<file path="config.mk">
export PLATFORM = sky130hd
export DESIGN_NAME = teleop_flight_mode_watchdog_unit
export DESIGN_NICKNAME = d
export VERILOG_FILES = /design/src/rtl/tfmw_pkg.sv /design/src/rtl/teleop_flight_mode_watchdog_unit.sv /design/src/rtl/tfmw_cfg_regs.sv /design/src/rtl/tfmw_ctrl.sv
export SDC_FILE = /design/constraint.sdc
export NUM_CORES = 1
export LEC_CHECK = 0
export ABC_AREA = 1
export BUFFER_PORTS_ARGS = -buffer_cell sky130_fd_sc_hd__buf_2
export CORE_MARGIN = 5
export CORE_UTILIZATION = 30
export CTS_CLUSTER_DIAMETER = 80
export CTS_CLUSTER_SIZE = 30
export DETAILED_ROUTE_END_ITERATION = 10
export GPL_TIMING_DRIVEN = 0
export SLEW_MARGIN = 10
export SYNTH_ARGS = -nofsm -noshare
export SYNTH_HDL_FRONTEND = slang
export SYNTH_SLANG_ARGS = --single-unit
</file>
<file path="constraint.sdc">
create_clock -name clk -period 6.1 [get_ports clk]
set_input_delay 1.22 -clock clk [delete_from_list [all_inputs] [get_ports clk]]
set_output_delay 1.22 -clock clk [all_outputs]
set_load 0.01 [all_outputs]
</file>
<file path="src/rtl/tfmw_pkg.sv">
// ----------------------------------------------------------------------------
// tfmw_pkg
// Shared types and constants for the flight mode watchdog: configuration
// register indexes, reset values and the configuration bundle.
// ----------------------------------------------------------------------------
package tfmw_pkg;

  // configuration port geometry
  localparam int CfgIdxW  = 3;
  localparam int CfgDataW = 16;

  // register indexes
  localparam logic [CfgIdxW-1:0] REG_STEP_SIZE     = 3'd0;
  localparam logic [CfgIdxW-1:0] REG_SPEED_LIMIT   = 3'd1;
  localparam logic [CfgIdxW-1:0] REG_HOVER_TICKS   = 3'd2;
  localparam logic [CfgIdxW-1:0] REG_TAKEOFF_TICKS = 3'd3;
  localparam logic [CfgIdxW-1:0] REG_LAND_TICKS    = 3'd4;
  localparam logic [CfgIdxW-1:0] REG_RESET_TICKS   = 3'd5;

  // reset values
  localparam logic [13:0] RST_STEP_SIZE     = 14'd2458;
  localparam logic [13:0] RST_SPEED_LIMIT   = 14'd12288;
  localparam logic [14:0] RST_HOVER_TICKS   = 15'd150;
  localparam logic [15:0] RST_TAKEOFF_TICKS = 16'd200;
  localparam logic [15:0] RST_LAND_TICKS    = 16'd200;
  localparam logic [15:0] RST_RESET_TICKS   = 16'd100;

  // configuration bundle handed from the register file to the controller
  typedef struct packed {
    logic [13:0] step_size;
    logic [13:0] speed_limit;
    logic [14:0] hover_ticks;
    logic [15:0] takeoff_ticks;
    logic [15:0] land_ticks;
    logic [15:0] reset_ticks;
  } cfg_t;

endpackage

</file>
<file path="src/rtl/teleop_flight_mode_watchdog_unit.sv">
// ----------------------------------------------------------------------------
// teleop_flight_mode_watchdog_unit
// Teleoperation flight mode controller with velocity stepping and an idle
// watchdog, behind stream-style input, result and configuration ports.
// ----------------------------------------------------------------------------
// Every input request (a keypress or a time tick) yields exactly one result
// holding the mode, the three velocity commands and the command code after
// that request. One request is taken per clock cycle unless a held-off
// result stalls the input side. A request first sits in the input
// register; once the result register can take it, the whole mode, phase
// timer and watchdog update is written at once into the state and result
// registers. A held-off result stalls the input side only once both the
// input and result registers are full. Configuration writes are taken every
// cycle and must be made while the block is idle.
// ----------------------------------------------------------------------------
module teleop_flight_mode_watchdog_unit (
  input  logic                          clk,
  input  logic                          rst_n,
  // input request stream
  input  logic                          in_tvalid,
  output logic                          in_tready,
  input  logic [7:0]                    in_tdata,   // [7:0] key_code
  input  logic                          in_tuser,   // [0] action (1 tick, 0 key)
  // result stream
  output logic                          out_tvalid,
  input  logic                          out_tready,
  // [2:0] mode, [17:3] vel_x, [32:18] vel_y, [46:33] vel_z,
  // [49:47] command, [55:50] zero
  output logic [55:0]                   out_tdata,
  // configuration writes
  input  logic                          cfg_valid,
  output logic                          cfg_ready,
  input  logic [tfmw_pkg::CfgIdxW-1:0]  cfg_index,
  input  logic [tfmw_pkg::CfgDataW-1:0] cfg_data
);
  import tfmw_pkg::*;

  cfg_t               cfg;
  logic               in_valid_r, in_valid_nxt;
  logic               in_action_r;
  logic [7:0]         in_key_r;
  logic               take;
  logic               res_valid;
  logic [2:0]         res_mode;
  logic signed [14:0] res_vel_x;
  logic signed [14:0] res_vel_y;
  logic [13:0]        res_vel_z;
  logic [2:0]         res_command;

  // configuration registers
  assign cfg_ready = 1'b1;

  tfmw_cfg_regs u_cfg (
    .clk      (clk),
    .rst_n    (rst_n),
    .wr_en    (cfg_valid & cfg_ready),
    .wr_index (cfg_index),
    .wr_data  (cfg_data),
    .cfg      (cfg)
  );

  // input register, advanced when the result register can take a new request
  assign take      = in_valid_r && (!res_valid || out_tready);
  assign in_tready = !in_valid_r || take;

  always_comb begin
    if (in_tvalid && in_tready) in_valid_nxt = 1'b1;
    else if (take)              in_valid_nxt = 1'b0;
    else                        in_valid_nxt = in_valid_r;
  end

  always_ff @(posedge clk) begin
    if (!rst_n) begin
      in_valid_r <= 1'b0;
    end else begin
      in_valid_r <= in_valid_nxt;
    end
  end

  always_ff @(posedge clk) begin
    if (in_tvalid && in_tready) begin
      in_action_r <= in_tuser;
      in_key_r    <= in_tdata;
    end
  end

  // mode controller with result register
  tfmw_ctrl u_ctrl (
    .clk         (clk),
    .rst_n       (rst_n),
    .item_take   (take),
    .item_action (in_action_r),
    .item_key    (in_key_r),
    .cfg         (cfg),
    .res_ready   (out_tready),
    .res_valid   (res_valid),
    .res_mode    (res_mode),
    .res_vel_x   (res_vel_x),
    .res_vel_y   (res_vel_y),
    .res_vel_z   (res_vel_z),
    .res_command (res_command)
  );

  // result packing
  assign out_tvalid = res_valid;
  assign out_tdata  = {6'b000000, res_command, res_vel_z, res_vel_y, res_vel_x, res_mode};

endmodule

</file>
<file path="src/rtl/tfmw_cfg_regs.sv">
// ----------------------------------------------------------------------------
// tfmw_cfg_regs
// Configuration register file; a write request is taken every cycle and
// indexes outside the register list are dropped.
// ----------------------------------------------------------------------------
module tfmw_cfg_regs (
  input  logic                          clk,
  input  logic                          rst_n,
  input  logic                          wr_en,
  input  logic [tfmw_pkg::CfgIdxW-1:0]  wr_index,
  input  logic [tfmw_pkg::CfgDataW-1:0] wr_data,
  output tfmw_pkg::cfg_t                cfg
);
  import tfmw_pkg::*;

  cfg_t cfg_r;
  cfg_t cfg_nxt;

  // register write decode, data truncated to each register's width
  always_comb begin
    cfg_nxt = cfg_r;
    if (wr_en) begin
      unique case (wr_index)
        REG_STEP_SIZE:     cfg_nxt.step_size     = wr_data[13:0];
        REG_SPEED_LIMIT:   cfg_nxt.speed_limit   = wr_data[13:0];
        REG_HOVER_TICKS:   cfg_nxt.hover_ticks   = wr_data[14:0];
        REG_TAKEOFF_TICKS: cfg_nxt.takeoff_ticks = wr_data[15:0];
        REG_LAND_TICKS:    cfg_nxt.land_ticks    = wr_data[15:0];
        REG_RESET_TICKS:   cfg_nxt.reset_ticks   = wr_data[15:0];
        default: ;
      endcase
    end
  end

  always_ff @(posedge clk) begin
    if (!rst_n) begin
      cfg_r.step_size     <= RST_STEP_SIZE;
      cfg_r.speed_limit   <= RST_SPEED_LIMIT;
      cfg_r.hover_ticks   <= RST_HOVER_TICKS;
      cfg_r.takeoff_ticks <= RST_TAKEOFF_TICKS;
      cfg_r.land_ticks    <= RST_LAND_TICKS;
      cfg_r.reset_ticks   <= RST_RESET_TICKS;
    end else begin
      cfg_r <= cfg_nxt;
    end
  end

  assign cfg = cfg_r;

endmodule

</file>
<file path="src/rtl/tfmw_ctrl.sv">
// ----------------------------------------------------------------------------
// tfmw_ctrl
// Flight mode state machine, velocity stepping with clamps, phase timers and
// idle watchdog; also owns the result register.
// ----------------------------------------------------------------------------
module tfmw_ctrl (
  input  logic                 clk,
  input  logic                 rst_n,
  input  logic                 item_take,
  input  logic                 item_action,
  input  logic [7:0]           item_key,
  input  tfmw_pkg::cfg_t       cfg,
  input  logic                 res_ready,
  output logic                 res_valid,
  output logic [2:0]           res_mode,
  output logic signed [14:0]   res_vel_x,
  output logic signed [14:0]   res_vel_y,
  output logic [13:0]          res_vel_z,
  output logic [2:0]           res_command
);
  import tfmw_pkg::*;

  typedef enum logic [2:0] {
    MODE_LANDED    = 3'd0,
    MODE_TAKEOFF   = 3'd1,
    MODE_HOVER     = 3'd2,
    MODE_FLY       = 3'd3,
    MODE_LANDING   = 3'd4,
    MODE_RESETTING = 3'd5,
    MODE_HALTED    = 3'd6
  } mode_t;

  localparam logic       ACT_KEY  = 1'b0;

  localparam logic [2:0] CMD_NONE    = 3'd0;
  localparam logic [2:0] CMD_VEL     = 3'd1;
  localparam logic [2:0] CMD_TAKEOFF = 3'd2;
  localparam logic [2:0] CMD_LAND    = 3'd3;
  localparam logic [2:0] CMD_RESET   = 3'd4;

  localparam logic [1:0] AFTER_NONE  = 2'd0;
  localparam logic [1:0] AFTER_RESET = 2'd1;
  localparam logic [1:0] AFTER_HALT  = 2'd2;

  localparam logic [7:0] KEY_T = 8'h54;
  localparam logic [7:0] KEY_L = 8'h4C;
  localparam logic [7:0] KEY_R = 8'h52;
  localparam logic [7:0] KEY_Q = 8'h51;
  localparam logic [7:0] KEY_X = 8'h78;
  localparam logic [7:0] KEY_H = 8'h68;
  localparam logic [7:0] KEY_LL = 8'h6C;
  localparam logic [7:0] KEY_K = 8'h6B;
  localparam logic [7:0] KEY_J = 8'h6A;
  localparam logic [7:0] KEY_A = 8'h61;
  localparam logic [7:0] KEY_Z = 8'h7A;

  // symmetric clamp of a widened velocity
  function automatic logic signed [14:0] clamp_sym(input logic signed [16:0] v,
                                                   input logic [13:0] lim);
    logic signed [16:0] lim_s;
    logic signed [16:0] r;
    lim_s = signed'({3'b000, lim});
    if (v >= lim_s)       r = lim_s;
    else if (v <= -lim_s) r = -lim_s;
    else                  r = v;
    return r[14:0];
  endfunction

  // floor-at-zero clamp of the vertical velocity
  function automatic logic [13:0] clamp_up(input logic signed [16:0] v,
                                           input logic [13:0] lim);
    logic signed [16:0] lim_s;
    logic [13:0]        r;
    lim_s = signed'({3'b000, lim});
    if (v >= lim_s)        r = lim;
    else if (v <= 17'sd0)  r = '0;
    else                   r = v[13:0];
    return r;
  endfunction

  mode_t              mode_r,   mode_nxt;
  logic [15:0]        phase_r,  phase_nxt;
  logic [15:0]        idle_r,   idle_nxt;
  logic signed [14:0] vx_r,     vx_nxt;
  logic signed [14:0] vy_r,     vy_nxt;
  logic [13:0]        vz_r,     vz_nxt;
  logic               hfired_r, hfired_nxt;
  logic               lfired_r, lfired_nxt;
  logic [1:0]         after_r,  after_nxt;
  logic               valid_r,  valid_nxt;
  logic [2:0]         cmd_r,    cmd_nxt;

  logic signed [16:0] step_s;
  logic signed [16:0] vx_w, vy_w, vz_w;
  logic signed [16:0] vx_pre, vy_pre, vz_pre;
  logic               vel_upd;
  logic [15:0]        phase_inc;
  logic [15:0]        phase_len;
  logic               phase_end;
  logic [15:0]        idle_inc;

  // shared operands
  assign step_s   = signed'({3'b000, cfg.step_size});
  assign vx_w     = 17'(vx_r);
  assign vy_w     = 17'(vy_r);
  assign vz_w     = signed'({3'b000, vz_r});
  assign phase_inc = phase_r + 16'd1;
  assign idle_inc  = (idle_r == 16'hFFFF) ? idle_r : idle_r + 16'd1;

  // length of the running timed phase
  always_comb begin
    unique case (mode_r)
      MODE_TAKEOFF: phase_len = cfg.takeoff_ticks;
      MODE_LANDING: phase_len = cfg.land_ticks;
      default:      phase_len = cfg.reset_ticks;
    endcase
  end

  assign phase_end = (phase_inc >= phase_len) || (phase_inc == 16'd0);

  // next state for one request
  always_comb begin
    mode_nxt   = mode_r;
    phase_nxt  = phase_r;
    idle_nxt   = idle_r;
    vx_nxt     = vx_r;
    vy_nxt     = vy_r;
    vz_nxt     = vz_r;
    hfired_nxt = hfired_r;
    lfired_nxt = lfired_r;
    after_nxt  = after_r;
    cmd_nxt    = CMD_NONE;
    vx_pre     = vx_w;
    vy_pre     = vy_w;
    vz_pre     = vz_w;
    vel_upd    = 1'b0;

    if (item_action == ACT_KEY) begin
      unique case (mode_r) inside
        MODE_LANDED: begin
          if (item_key == KEY_T) begin
            mode_nxt  = MODE_TAKEOFF;
            phase_nxt = '0;
            vx_nxt = '0; vy_nxt = '0; vz_nxt = '0;
          end else if (item_key == KEY_R) begin
            mode_nxt  = MODE_RESETTING;
            phase_nxt = '0;
            vx_nxt = '0; vy_nxt = '0; vz_nxt = '0;
          end else if (item_key == KEY_Q) begin
            mode_nxt = MODE_HALTED;
            vx_nxt = '0; vy_nxt = '0; vz_nxt = '0;
          end
        end
        MODE_HOVER, MODE_FLY: begin
          case (item_key) inside
            KEY_R, KEY_Q, KEY_L: begin
              mode_nxt  = MODE_LANDING;
              phase_nxt = '0;
              vx_nxt = '0; vy_nxt = '0; vz_nxt = '0;
              if (item_key == KEY_R)      after_nxt = AFTER_RESET;
              else if (item_key == KEY_Q) after_nxt = AFTER_HALT;
              else                        after_nxt = AFTER_NONE;
            end
            KEY_X: begin
              vel_upd = 1'b1;
              vx_pre = '0; vy_pre = '0; vz_pre = '0;
              mode_nxt = MODE_HOVER;
            end
            KEY_H:  begin vel_upd = 1'b1; vy_pre = vy_w + step_s; mode_nxt = MODE_FLY; end
            KEY_LL: begin vel_upd = 1'b1; vy_pre = vy_w - step_s; mode_nxt = MODE_FLY; end
            KEY_K:  begin vel_upd = 1'b1; vx_pre = vx_w + step_s; mode_nxt = MODE_FLY; end
            KEY_J:  begin vel_upd = 1'b1; vx_pre = vx_w - step_s; mode_nxt = MODE_FLY; end
            KEY_A:  begin vel_upd = 1'b1; vz_pre = vz_w + step_s; mode_nxt = MODE_FLY; end
            KEY_Z:  begin vel_upd = 1'b1; vz_pre = vz_w - step_s; mode_nxt = MODE_FLY; end
            default: ;
          endcase
          // clamp all axes and clear the watchdog after a steer key
          if (vel_upd) begin
            vx_nxt     = clamp_sym(vx_pre, cfg.speed_limit);
            vy_nxt     = clamp_sym(vy_pre, cfg.speed_limit);
            vz_nxt     = clamp_up(vz_pre, cfg.speed_limit);
            idle_nxt   = '0;
            hfired_nxt = 1'b0;
            lfired_nxt = 1'b0;
            cmd_nxt    = CMD_VEL;
          end
        end
        default: ;
      endcase
    end else begin
      unique case (mode_r) inside
        MODE_TAKEOFF: begin
          cmd_nxt   = CMD_TAKEOFF;
          phase_nxt = phase_inc;
          if (phase_end) begin
            mode_nxt   = MODE_HOVER;
            phase_nxt  = '0;
            idle_nxt   = '0;
            hfired_nxt = 1'b0;
            lfired_nxt = 1'b0;
          end
        end
        MODE_LANDING: begin
          cmd_nxt   = CMD_LAND;
          phase_nxt = phase_inc;
          if (phase_end) begin
            phase_nxt = '0;
            after_nxt = AFTER_NONE;
            if (after_r == AFTER_RESET)     mode_nxt = MODE_RESETTING;
            else if (after_r == AFTER_HALT) mode_nxt = MODE_HALTED;
            else                            mode_nxt = MODE_LANDED;
          end
        end
        MODE_RESETTING: begin
          cmd_nxt   = CMD_RESET;
          phase_nxt = phase_inc;
          if (phase_end) begin
            phase_nxt = '0;
            mode_nxt  = MODE_LANDED;
          end
        end
        MODE_HOVER, MODE_FLY: begin
          // idle watchdog: forced hover, then forced landing
          idle_nxt = idle_inc;
          if (!hfired_r && (idle_inc > {1'b0, cfg.hover_ticks})) begin
            hfired_nxt = 1'b1;
            vx_nxt = '0; vy_nxt = '0; vz_nxt = '0;
            mode_nxt = MODE_HOVER;
            cmd_nxt  = CMD_VEL;
          end
          if (!lfired_r && (idle_inc > {cfg.hover_ticks, 1'b0})) begin
            lfired_nxt = 1'b1;
            vx_nxt = '0; vy_nxt = '0; vz_nxt = '0;
            phase_nxt = '0;
            mode_nxt  = MODE_LANDING;
            after_nxt = AFTER_NONE;
            cmd_nxt   = CMD_LAND;
          end
        end
        default: ;
      endcase
    end
  end

  // result register occupancy
  always_comb begin
    if (item_take)      valid_nxt = 1'b1;
    else if (res_ready) valid_nxt = 1'b0;
    else                valid_nxt = valid_r;
  end

  // state and result registers
  always_ff @(posedge clk) begin
    if (!rst_n) begin
      mode_r   <= MODE_LANDED;
      phase_r  <= '0;
      idle_r   <= '0;
      vx_r     <= '0;
      vy_r     <= '0;
      vz_r     <= '0;
      hfired_r <= 1'b0;
      lfired_r <= 1'b0;
      after_r  <= AFTER_NONE;
      valid_r  <= 1'b0;
      cmd_r    <= CMD_NONE;
    end else begin
      valid_r <= valid_nxt;
      if (item_take) begin
        mode_r   <= mode_nxt;
        phase_r  <= phase_nxt;
        idle_r   <= idle_nxt;
        vx_r     <= vx_nxt;
        vy_r     <= vy_nxt;
        vz_r     <= vz_nxt;
        hfired_r <= hfired_nxt;
        lfired_r <= lfired_nxt;
        after_r  <= after_nxt;
        cmd_r    <= cmd_nxt;
      end
    end
  end

  // state only moves with a new result, so it doubles as the result payload
  assign res_valid   = valid_r;
  assign res_mode    = mode_r;
  assign res_vel_x   = vx_r;
  assign res_vel_y   = vy_r;
  assign res_vel_z   = vz_r;
  assign res_command = cmd_r;

endmodule
</file>
# [Yosys cells after proc, flatten, opt, wreduce, memory -nomap -nowiden]
# Index checks and enable logic that the tools add are counted.
[op_classes] addsub=9 order_cmp=9 n_eq_ne=39 n_mux=126 reduce_logical=39
[ops] op="$mux W17" count=24
[ops] op="$mux W15" count=15
[ops] op="$mux W16" count=11
[ops] op="$mux W14" count=11
[ops] op="$pmux W16 S2" count=4
[ops] op="$eq A8 B7 Y1 const B" count=11
[ops] op="$mux W3" count=20
[ops] op="$pmux W15 S2" count=2
[ops] op="$ge A17 B15 Y1" count=3
[ops] op="$le A17 B17 Y1" count=2
[ops] op="$add A15 B15 Y16" count=2
[ops] op="$add A16 B1 Y16 const B" count=2
[ops] op="$sub A15 B15 Y16" count=2
[ops] op="$reduce_and A6 Y1" count=5
[ops] op="$pmux W14 S2" count=1
[ops] op="$mux W1" count=24
[ops] op="$pmux W3 S4" count=2
[ops] op="$ne A3 B2 Y1 const B" count=6
[ops] op="$le A17 B1 Y1 const B" count=1
[ops] op="$neg A14 Y17" count=1
[ops] op="$eq A16 B16 Y1 const B" count=1
[ops] op="$ge A16 B16 Y1" count=1
[ops] op="$gt A16 B15 Y1" count=1
[ops] op="$gt A16 B16 Y1" count=1
[ops] op="other kinds (31)" count=69
[word_totals] register_bits=188 in_bits=33 out_inout_bits=59 elab_cells=242

# [Longest topological paths before layout]
# Gate-level depths: netlist of run 1.
[logic_depth] ltp_word=17 depth_mapped=32 depth_no_buf=30

# [Cells and area by module]
# A second synthesis of run 1 with hierarchy kept.
[unflattened] cells_unflattened=3041 hier_area_um2=18840.6
[modules_own_cells] module="tfmw_ctrl" n_inst=1 cells_per_inst=2507 area_each_um2=14841.7 seq_area_each_um2=1741.7
[modules_own_cells] module="tfmw_cfg_regs" n_inst=1 cells_per_inst=507 area_each_um2=3603.5 seq_area_each_um2=1821.7
[modules_own_cells] module="teleop_flight_mode_watchdog_unit" n_inst=1 cells_per_inst=27 area_each_um2=395.4 seq_area_each_um2=290.3

# [Least setup slack after synthesis of run 1]
# Ideal clock, no wire load.
[synth_timing] path_type="reg-to-reg" from="register u_cfg.cfg_r (netlist bit u_cfg.cfg[78])" to="register u_ctrl.vy_r[3] (netlist: u_ctrl.res_vel_y[3])" arrival_ps=3918 t_required_ps=6030 setup_slack_ps=2112 stages_incl_launch_ff=26 n_path_buf=2 path_cell_list="dfxtp_1 inv_1 ha_1 inv_1 nand2_1 inv_1 a21oi_1 o21ai_0 nand4_1 nand3_1 nand2_1 nand3_1 buf_2 inv_1 ha_1 nand2_1 nor3_1 nand4_1 nand4_1 nand2_1 nand2_1 clkbuf_1 nand2_1 o211ai_1 nand3_1 a21oi_1"
[synth_between] elab_chain_len=13 word_cells_on_any_way=15 cone_classes="2 x add/sub; 2 x order compare; 11 x mux"
[synth_lines] element="start: declaration" line="tfmw_cfg_regs.sv:16" rtl="cfg_t cfg_r;"
[synth_lines] element="start signal: assignment" line="tfmw_cfg_regs.sv:44" rtl="cfg_r <= cfg_nxt;"
[synth_lines] element="$sub A15 B15 Y16" line="tfmw_ctrl.sv:170" rtl="KEY_LL: begin vel_upd = 1'b1; vy_pre = vy_w - step_s; mode_nxt = MODE_FLY; end"
[synth_lines] element="$mux W17" line="tfmw_ctrl.sv:155" rtl="case (item_key) inside"
[synth_lines] element="$mux W17 * (3 in a row)" line="tfmw_ctrl.sv:155"
[synth_lines] element="$mux W17 *" line="tfmw_ctrl.sv:139" rtl="unique case (mode_r) inside"
[synth_lines] element="$mux W17 *" line="tfmw_ctrl.sv:138" rtl="if (item_action == ACT_KEY) begin"
[synth_lines] element="$le A17 B17 Y1" line="tfmw_ctrl.sv:64" rtl="else if (v <= -lim_s) r = -lim_s;"
[synth_lines] element="$mux W15" line="tfmw_ctrl.sv:64"
[synth_lines] element="$mux W15 *" line="tfmw_ctrl.sv:63" rtl="if (v >= lim_s) r = lim_s;"
[synth_lines] element="$mux W15 *" line="tfmw_ctrl.sv:178" rtl="if (vel_upd) begin"
[synth_lines] element="$pmux W15 S2 *" line="tfmw_ctrl.sv:139"
[synth_lines] element="$mux W15 *" line="tfmw_ctrl.sv:138"
[synth_lines] element="end signal: assignment" line="tfmw_ctrl.sv:273" rtl="vy_r <= vy_nxt;"
[synth_lines] element="end: declaration" line="tfmw_ctrl.sv:85" rtl="logic signed [14:0] vy_r, vy_nxt;"
# Mark *: on every way between the ends. The rest lies on a longest branch, timed or not. The select of a mux whose other input is x is not followed.
# A chain may end at the register's enable or synchronous reset.

# [Final worst setup path of run 1]
[layout_timing] from="register u_cfg.cfg_r (netlist bit u_cfg.cfg[78])" to="register u_ctrl.vy_r[14] (netlist: u_ctrl.res_vel_y[14])"
# Same word-level chain as after synthesis.

==> summary.md, run 1 <==
| Metric | Value |
|---|---|
| Status | `complete, no violations` |
| Post-CTS setup repair buffer count | `0` |
| GRT Total Usage | `19.7%` |
| Worst slew pin tran | `903 ps` |
| Remaining Overflow, GRT | `0` |
| Clock skew | `19.5 ps` |
| R2r endpoint | `u_ctrl.res_vel_y[14]` |
| Mapped Cells | `2917` |
| Die Width | `257 um` |
| Largest net degree at the start of global routing | `19` |
| # clock sinks | `188` |
| CTS tree | `done` |
| EDFF count, synth | `9` |
| First-pass GRT wire length | `103000 um` |
| Ys flop type | `dfxtp_1` |
| CP endpoint kind | `flip-flop` |
| Maximum VDD drop | `0.233 mV` |
| Final Hold Vio Count | `0` |
| Gpl congestion | `1.00` |
| Vias | `19600` |
| Initial Util | `30.3%` |
| DRC | `0` |
| Clock tree buffer depth | `2` |
| Total routed wirelength | `67600 um` |
| P_leak | `10.5 nW` |
| Vias in the first global route | `18000` |
| Synth warnings | `0` |
| Inserted Diodes | `0` |
| R2R depth | `24` |
| RSZ-0062 raised after global routing | `no` |
| Antenna Nets Post-Route | `0` |
| Register bit count reported by yosys | `188` |
| Die H | `257 um` |
| Critical path type | `reg -> reg` |
| Most common cell after layout, fill and taps aside | `nand2_1` |
| Total Negative Setup Slacks | `0 ps` |
| Final Critical Period | `5400 ps` |
| H-tree depth | `4` |
| Layout cells sized above 1 | `8.40%` |
| Final setup fails | `0` |
| # rows | `90` |
| Yosys cell types | `63` |
| Post-Place Cell Area | `19600 um^2` |
| Core Area | `60200 um^2` |
| Worst relative slew slack | `39.3%` |
| Startpoint Class | `flip-flop` |
| Area Growth Syn to Fin | `11.1%` |
| FF-to-FF setup slack | `700 ps` |
| PostCTS Resize Cnt | `0` |
| Antenna violations before repair | `1` |
| Worst reg2reg startpoint | `u_cfg.cfg[78]` |
| Fmax | `0.185 GHz` |
| Initial DRC Count | `1826` |
| Root Buffer | `clkbuf_16` |
| Worst min-delay path class | `reg -> reg` |
| Most frequent cells in the layout | `661 x nand2_1, 356 x inv_1, 338 x nor2_1` |
| Final instance area | `20300 um^2` |
| Inserted Clock Buffers | `17` |
| Worst Path Required | `6410 ps` |
| Power consumption | `2.93 mW` |
| Syn avg cell area | `6.25 um^2` |
| Clk_lat worst skew | `460 ps` |
| Final HPWL DP | `54900 um` |
| Die area | `65800 um^2` |
| Sequential element share of the synthesized area | `21.1%` |
| Worst-path maximum fanout | `10` |
| Final critical-path share of the clock period | `88.5%` |
| Port bufs | `83` |
| Crit path DAT | `5710 ps` |
| Synth Cell Area | `18200 um^2` |
| Final Util | `33.6%` |
| Post-DR wirelength/cell | `17.7 um` |
| CP Launch Point | `u_cfg.cfg[78]` |
| Max cap viols | `0` |
| Setup crit end | `u_ctrl.res_vel_y[14]` |
| NumNets Final | `3272` |
| Pwr per Cell Area | `145 nW/um^2` |
| Hold Buf Count CTS | `0` |
| Ys async rst share | `0%` |
| Vias per cell | `5.13` |
| Clock slew at reported path FFs | `80 ps` |
| Number of top-level pins | `92` |
| First-pass DRT Iterations | `6` |
| Slew Limit Fails | `0` |
[cell families (layout without fill, tap and decap cells)]
kind of cell / Yosys count / in the layout / share of synthesized area [%]
adder cells (fa/ha/maj): 215 / 215 / 15.0
XOR/XNOR: 49 / 49 / 2.39
buffers and inverters: 492 / 607 / 10.9
AO/OA/AOI/OAI: 547 / 547 / 16.8
flip-flops: 188 / 188 / 21.1
other: 2 / 7 / 0.0412
AND/OR/NAND/NOR: 1424 / 1424 / 33.8
[worst min-delay path by stage]
| stage | from | to | slack (ps) | depth (start not counted) |
|---|---|---|---|---|
| floorplan | u_cfg.cfg[2] | u_cfg.cfg[2] | 430 | 2 |
| global placement | u_cfg.cfg[2] | u_cfg.cfg[2] | 440 | 2 |
| detailed placement | u_cfg.cfg[2] | u_cfg.cfg[2] | 440 | 2 |
| CTS | u_cfg.cfg[2] | u_cfg.cfg[2] | 460 | 2 |
| global route | u_cfg.cfg[38] | u_cfg.cfg[38] | 490 | 2 |
| finish | u_cfg.cfg[2] | u_cfg.cfg[2] | 460 | 2 |
[cell type report]
type	instances	area [um^2]
Multi-Input combinational cell	2242	12400
Clock buffer	17	425
Buffer	112	551
Timing Repair Buffer	83	415
Fill cell	6675	40000
Inverter	380	1430
Tap cell	782	978
Sequential cell	188	3850
Clock inverter	15	176
[sequential cells by signal (all words and copies together), names as in the netlist, 2 cells and up]
name / flops
in_key_r: 8
u_cfg.cfg: 91
u_ctrl.after_r: 2
u_ctrl.idle_r: 16
u_ctrl.phase_r: 16
u_ctrl.res_command: 3
u_ctrl.res_mode: 3
u_ctrl.res_vel_x: 15
u_ctrl.res_vel_y: 15
u_ctrl.res_vel_z: 14
[power breakdown]
part	leakage (nW)	internal [mW]	total, mW	switching, mW
registers	1.54	1.27	1.30	0.0300
clock network	0.292	0.618	1.17	0.549
logic	8.64	0.134	0.472	0.338
total	10.5	2.02	2.93	0.917
[layer usage]
metal / part of all wire (%) / vias to the layer above / track usage, %
met2: 43 / 654 / 31.1
met3: 6.1 / 119 / 2.33
li1: - / 9837 / -
met5: 0 / - / 0
met1: 46 / 8993 / 27.2
met4: 4.6 / 0 / 8.22
[worst max-delay path, cell delays in order, from the launching register on]
cell and delay [ps]:
dfxtp_1 760, inv_1 340, ha_1 380, inv_1 80, nand2_1 60, inv_1 60
a21oi_1 90, o21ai_0 460, nand4_1 160, nand3_1 150, nand2_1 70, nand3_1 240
buf_2 290, inv_1 100, ha_1 320, nand2_1 100, nor3_1 230, nand4_1 110
nand4_1 100, nand2_1 100, nand2_1 270, clkbuf_1 360, o21ai_0 150, nand3_1 160
a21oi_1 80
[metrics by stage]
step | hold WS, ps | setup WS, ps | cells
global placement | 439 | 745 | 3787
floorplan | 429 | 2110 | 2922
detailed placement | 443 | 753 | 3787
CTS | 461 | 730 | 3819
finish | 461 | 703 | 3819
global route | 493 | 178 | 3819
[cells in the mapped netlist (12+ instances only)]
| master | instances | area [um^2] |
|---|---|---|
| a21oi_1 | 252 | 1260 |
| a22o_1 | 15 | 131 |
| buf_2 | 41 | 205 |
| clkbuf_1 | 52 | 195 |
| dfxtp_1 | 179 | 3580 |
| ha_1 | 209 | 2620 |
| inv_1 | 356 | 1340 |
| inv_2 | 20 | 75.1 |
| nand2_1 | 661 | 2480 |
| nand2_2 | 12 | 75.1 |
| nand3_1 | 252 | 1260 |
| nand4_1 | 62 | 388 |
| nor2_1 | 338 | 1270 |
| nor3_1 | 40 | 200 |
| o211ai_1 | 26 | 195 |
| o21ai_0 | 183 | 916 |
| xor2_1 | 45 | 394 |
(Power assumes the default switching activity.)
==> run 2, diff against run 1 <==
Settings changed: ABC_CLOCK_PERIOD_IN_PS from default to 6100, CELL_PAD_IN_SITES_DETAIL_PLACEMENT from default to 0, CELL_PAD_IN_SITES_GLOBAL_PLACEMENT from default to 2, PLACE_DENSITY_LB_ADDON from default to 0.1.
==> run 2 against run 1 <==
Compared with the run above: largest power group unchanged; highest routed layer unchanged; die area stayed put; final cell count stayed put; wire length is 22% higher.
==> summary.md, run 2 (synthesis gave the netlist of run 1 again) <==
| Metric | Value |
|---|---|
| Status | `complete, no violations` |
| Final setup fails | `0 (unchanged)` |
| Worst-path maximum fanout | `10 (unchanged)` |
| Inserted Diodes | `0 (unchanged)` |
| Total Negative Setup Slacks | `0 ps (unchanged)` |
| Worst slew pin tran | `1140 ps (+239 ps)` |
| P_leak | `10.5 nW (+0.15%)` |
| Root Buffer | `clkbuf_16` |
| Multi-input gate area | `12400 um^2 (about the same)` |
| Post-CTS setup repair buffer count | `0 (unchanged)` |
| Hold Buf Count CTS | `0 (unchanged)` |
| # rows | `90 (unchanged)` |
| Vias per cell | `5.18 (+0.93%)` |
| NumNets Final | `3272 (unchanged)` |
| Gpl congestion | `0.923 (-7.9%)` |
| Port bufs | `83 (unchanged)` |
| Inserted Clock Buffers | `17 (unchanged)` |
| # clock sinks | `188 (unchanged)` |
| Die Width | `257 um (unchanged)` |
| Total routed wirelength | `82200 um (+22%)` |
| Hold depth | `2 (unchanged)` |
| Remaining Overflow, GRT | `0 (unchanged)` |
| DRC | `0 (unchanged)` |
| Antenna Nets Post-Route | `0 (unchanged)` |
| CP endpoint kind | `flip-flop` |
| Final HPWL DP | `66600 um (+21%)` |
| Most common cell after layout, fill and taps aside | `nand2_1` |
| Startpoint Class | `flip-flop` |
| Clock slew at reported path FFs | `80 ps (about the same)` |
| Most frequent cells in the layout | `661 x nand2_1, 356 x inv_1, 338 x nor2_1` |
| Slew Limit Fails | `0 (unchanged)` |
| Worst relative slew slack | `23.9% (-15 points)` |
| R2R depth | `26 (+8.3%)` |
| First-pass DRT Iterations | `6 (unchanged)` |
| Max reg flops | `91 (unchanged)` |
| RSZ-0062 raised after global routing | `no` |
| Final instance area | `20300 um^2 (+0.13%)` |
| Fmax | `0.176 GHz (-5.1%)` |
| Post-Place Cell Area | `19600 um^2 (unchanged)` |
| Reg area | `3850 um^2 (about the same)` |
| Worst Path Required | `6500 ps (+90 ps)` |
| Final Critical Period | `5680 ps (+288 ps)` |
| First-pass GRT wire length | `121000 um (+17%)` |
| Clk_lat worst skew | `490 ps (+30 ps)` |
| Final critical-path share of the clock period | `93.2% (+4.7 points)` |
| Initial DRC Count | `1413 (-23%)` |
| Clock skew | `16.5 ps (-3.01 ps)` |
| CTS tree | `done` |
| Clock tree buffer depth | `2 (unchanged)` |
| Critical path type | `reg -> reg` |
| Post-DR wirelength/cell | `21.5 um (+22%)` |
| Antenna violations before repair | `1 (unchanged)` |
| FILL cells | `6737 (+0.93%)` |
| Worst min-delay path class | `reg -> reg` |
| Layout cells sized above 1 | `8.40% (unchanged)` |
| GRT Total Usage | `24.1% (+4.5 points)` |
| Die H | `257 um (unchanged)` |
| Core Area | `60200 um^2 (unchanged)` |
| H-tree depth | `4 (unchanged)` |
| Largest net degree at the start of global routing | `19 (unchanged)` |
| Final Hold Vio Count | `0 (unchanged)` |
| Max cap viols | `0 (unchanged)` |
| Maximum VDD drop | `0.237 mV (+1.7%)` |
| Vias | `19800 (+0.93%)` |
| Vias in the first global route | `18800 (+4.6%)` |
| Pwr per Cell Area | `151 nW/um^2 (+4.2%)` |
| Initial Util | `30.3% (unchanged)` |
| Crit path DAT | `6090 ps (+380 ps)` |
| Die area | `65800 um^2 (unchanged)` |
| Area Growth Syn to Fin | `11.2%` |
| Number of top-level pins | `92 (unchanged)` |
==> run 2: changes by cell type in the layout (fill, tap and decap cells not counted), sizes merged <==
cell and delta:
bufinv +1, clkbuf +1, clkinvlp -2
==> run 2: through the flow <==
step	setup WS, ps	hold slack [ps]	instances	util, %	power (mW)
after floorplan	2110	429	2922	-	1.62
after CTS	463	466	3819	33.7	3.09
after global routing	3.61	494	3819	33.7	3.19
after detailed placement	493	445	3787	32.6	1.82
after global placement	412	439	3787	32.6	1.81
final	416	462	3819	33.7	3.06
==> run 2: routing by layer <==
layer | part of all wire (%) | up-vias | track usage (%)
met4 | 4.2 | 0 | 9.86
li1 | - | 9827 | -
met1 | 44 | 9315 | 30.7
met5 | 0 | - | 0
met3 | 4.1 | 120 | 2.75
met2 | 48 | 524 | 41.8
==> run 2: final timing paths <==
path,start,end,slack [ps]
hold / removal,u_cfg.cfg[6],u_cfg.cfg[6],460
hold reg to reg,u_cfg.cfg[6],u_cfg.cfg[6],460
setup reg to reg,u_cfg.cfg[87],u_ctrl.res_vel_x[14],420
setup / recovery,u_cfg.cfg[87],u_ctrl.res_vel_x[14],420
==> run 2: worst max-delay path, stage by stage (launching register included) <==
cell and delay, ps:
dfxtp_1 690, inv_1 490, ha_1 410, buf_2 180, nor2_1 180, inv_1 60
nor2_1 110, nand4_1 190, nand3_1 170, nand2_1 70, o211ai_1 90, nand2_1 70
nand4_1 240, clkbuf_1 400, inv_1 190, ha_1 370, nand4_1 130, nor2_1 170
nand4_1 90, nand3_1 100, nand2_1 50, nand2_1 110, clkbuf_1 460, nor2_1 90
nor2_1 120, nand3_1 160, a21oi_1 150
==> run 2: power breakdown <==
group	internal, mW	switching (mW)
clock	0.664	0.607
sequential	1.27	0.0350
combinational	0.134	0.356
total	2.06	0.997
==> run 2: repair_timing <==
action                                 in CTS  in global routing
endpoints found under the hold margin       0                  0
setup endpoints to repair                   0                  8
resized for setup                           0                  1
==> run 2: layout make-up <==
class / count / share of cell area [%]
Inverter: 380 / 7.06
Sequential cell: 188 / 19.0
Clock inverter: 14 / 0.999
Tap cell: 782 / 4.82
Multi-Input combinational cell: 2242 / 61.2
Clock buffer: 18 / 2.12
Buffer: 112 / 2.71
Timing Repair Buffer: 83 / 2.05
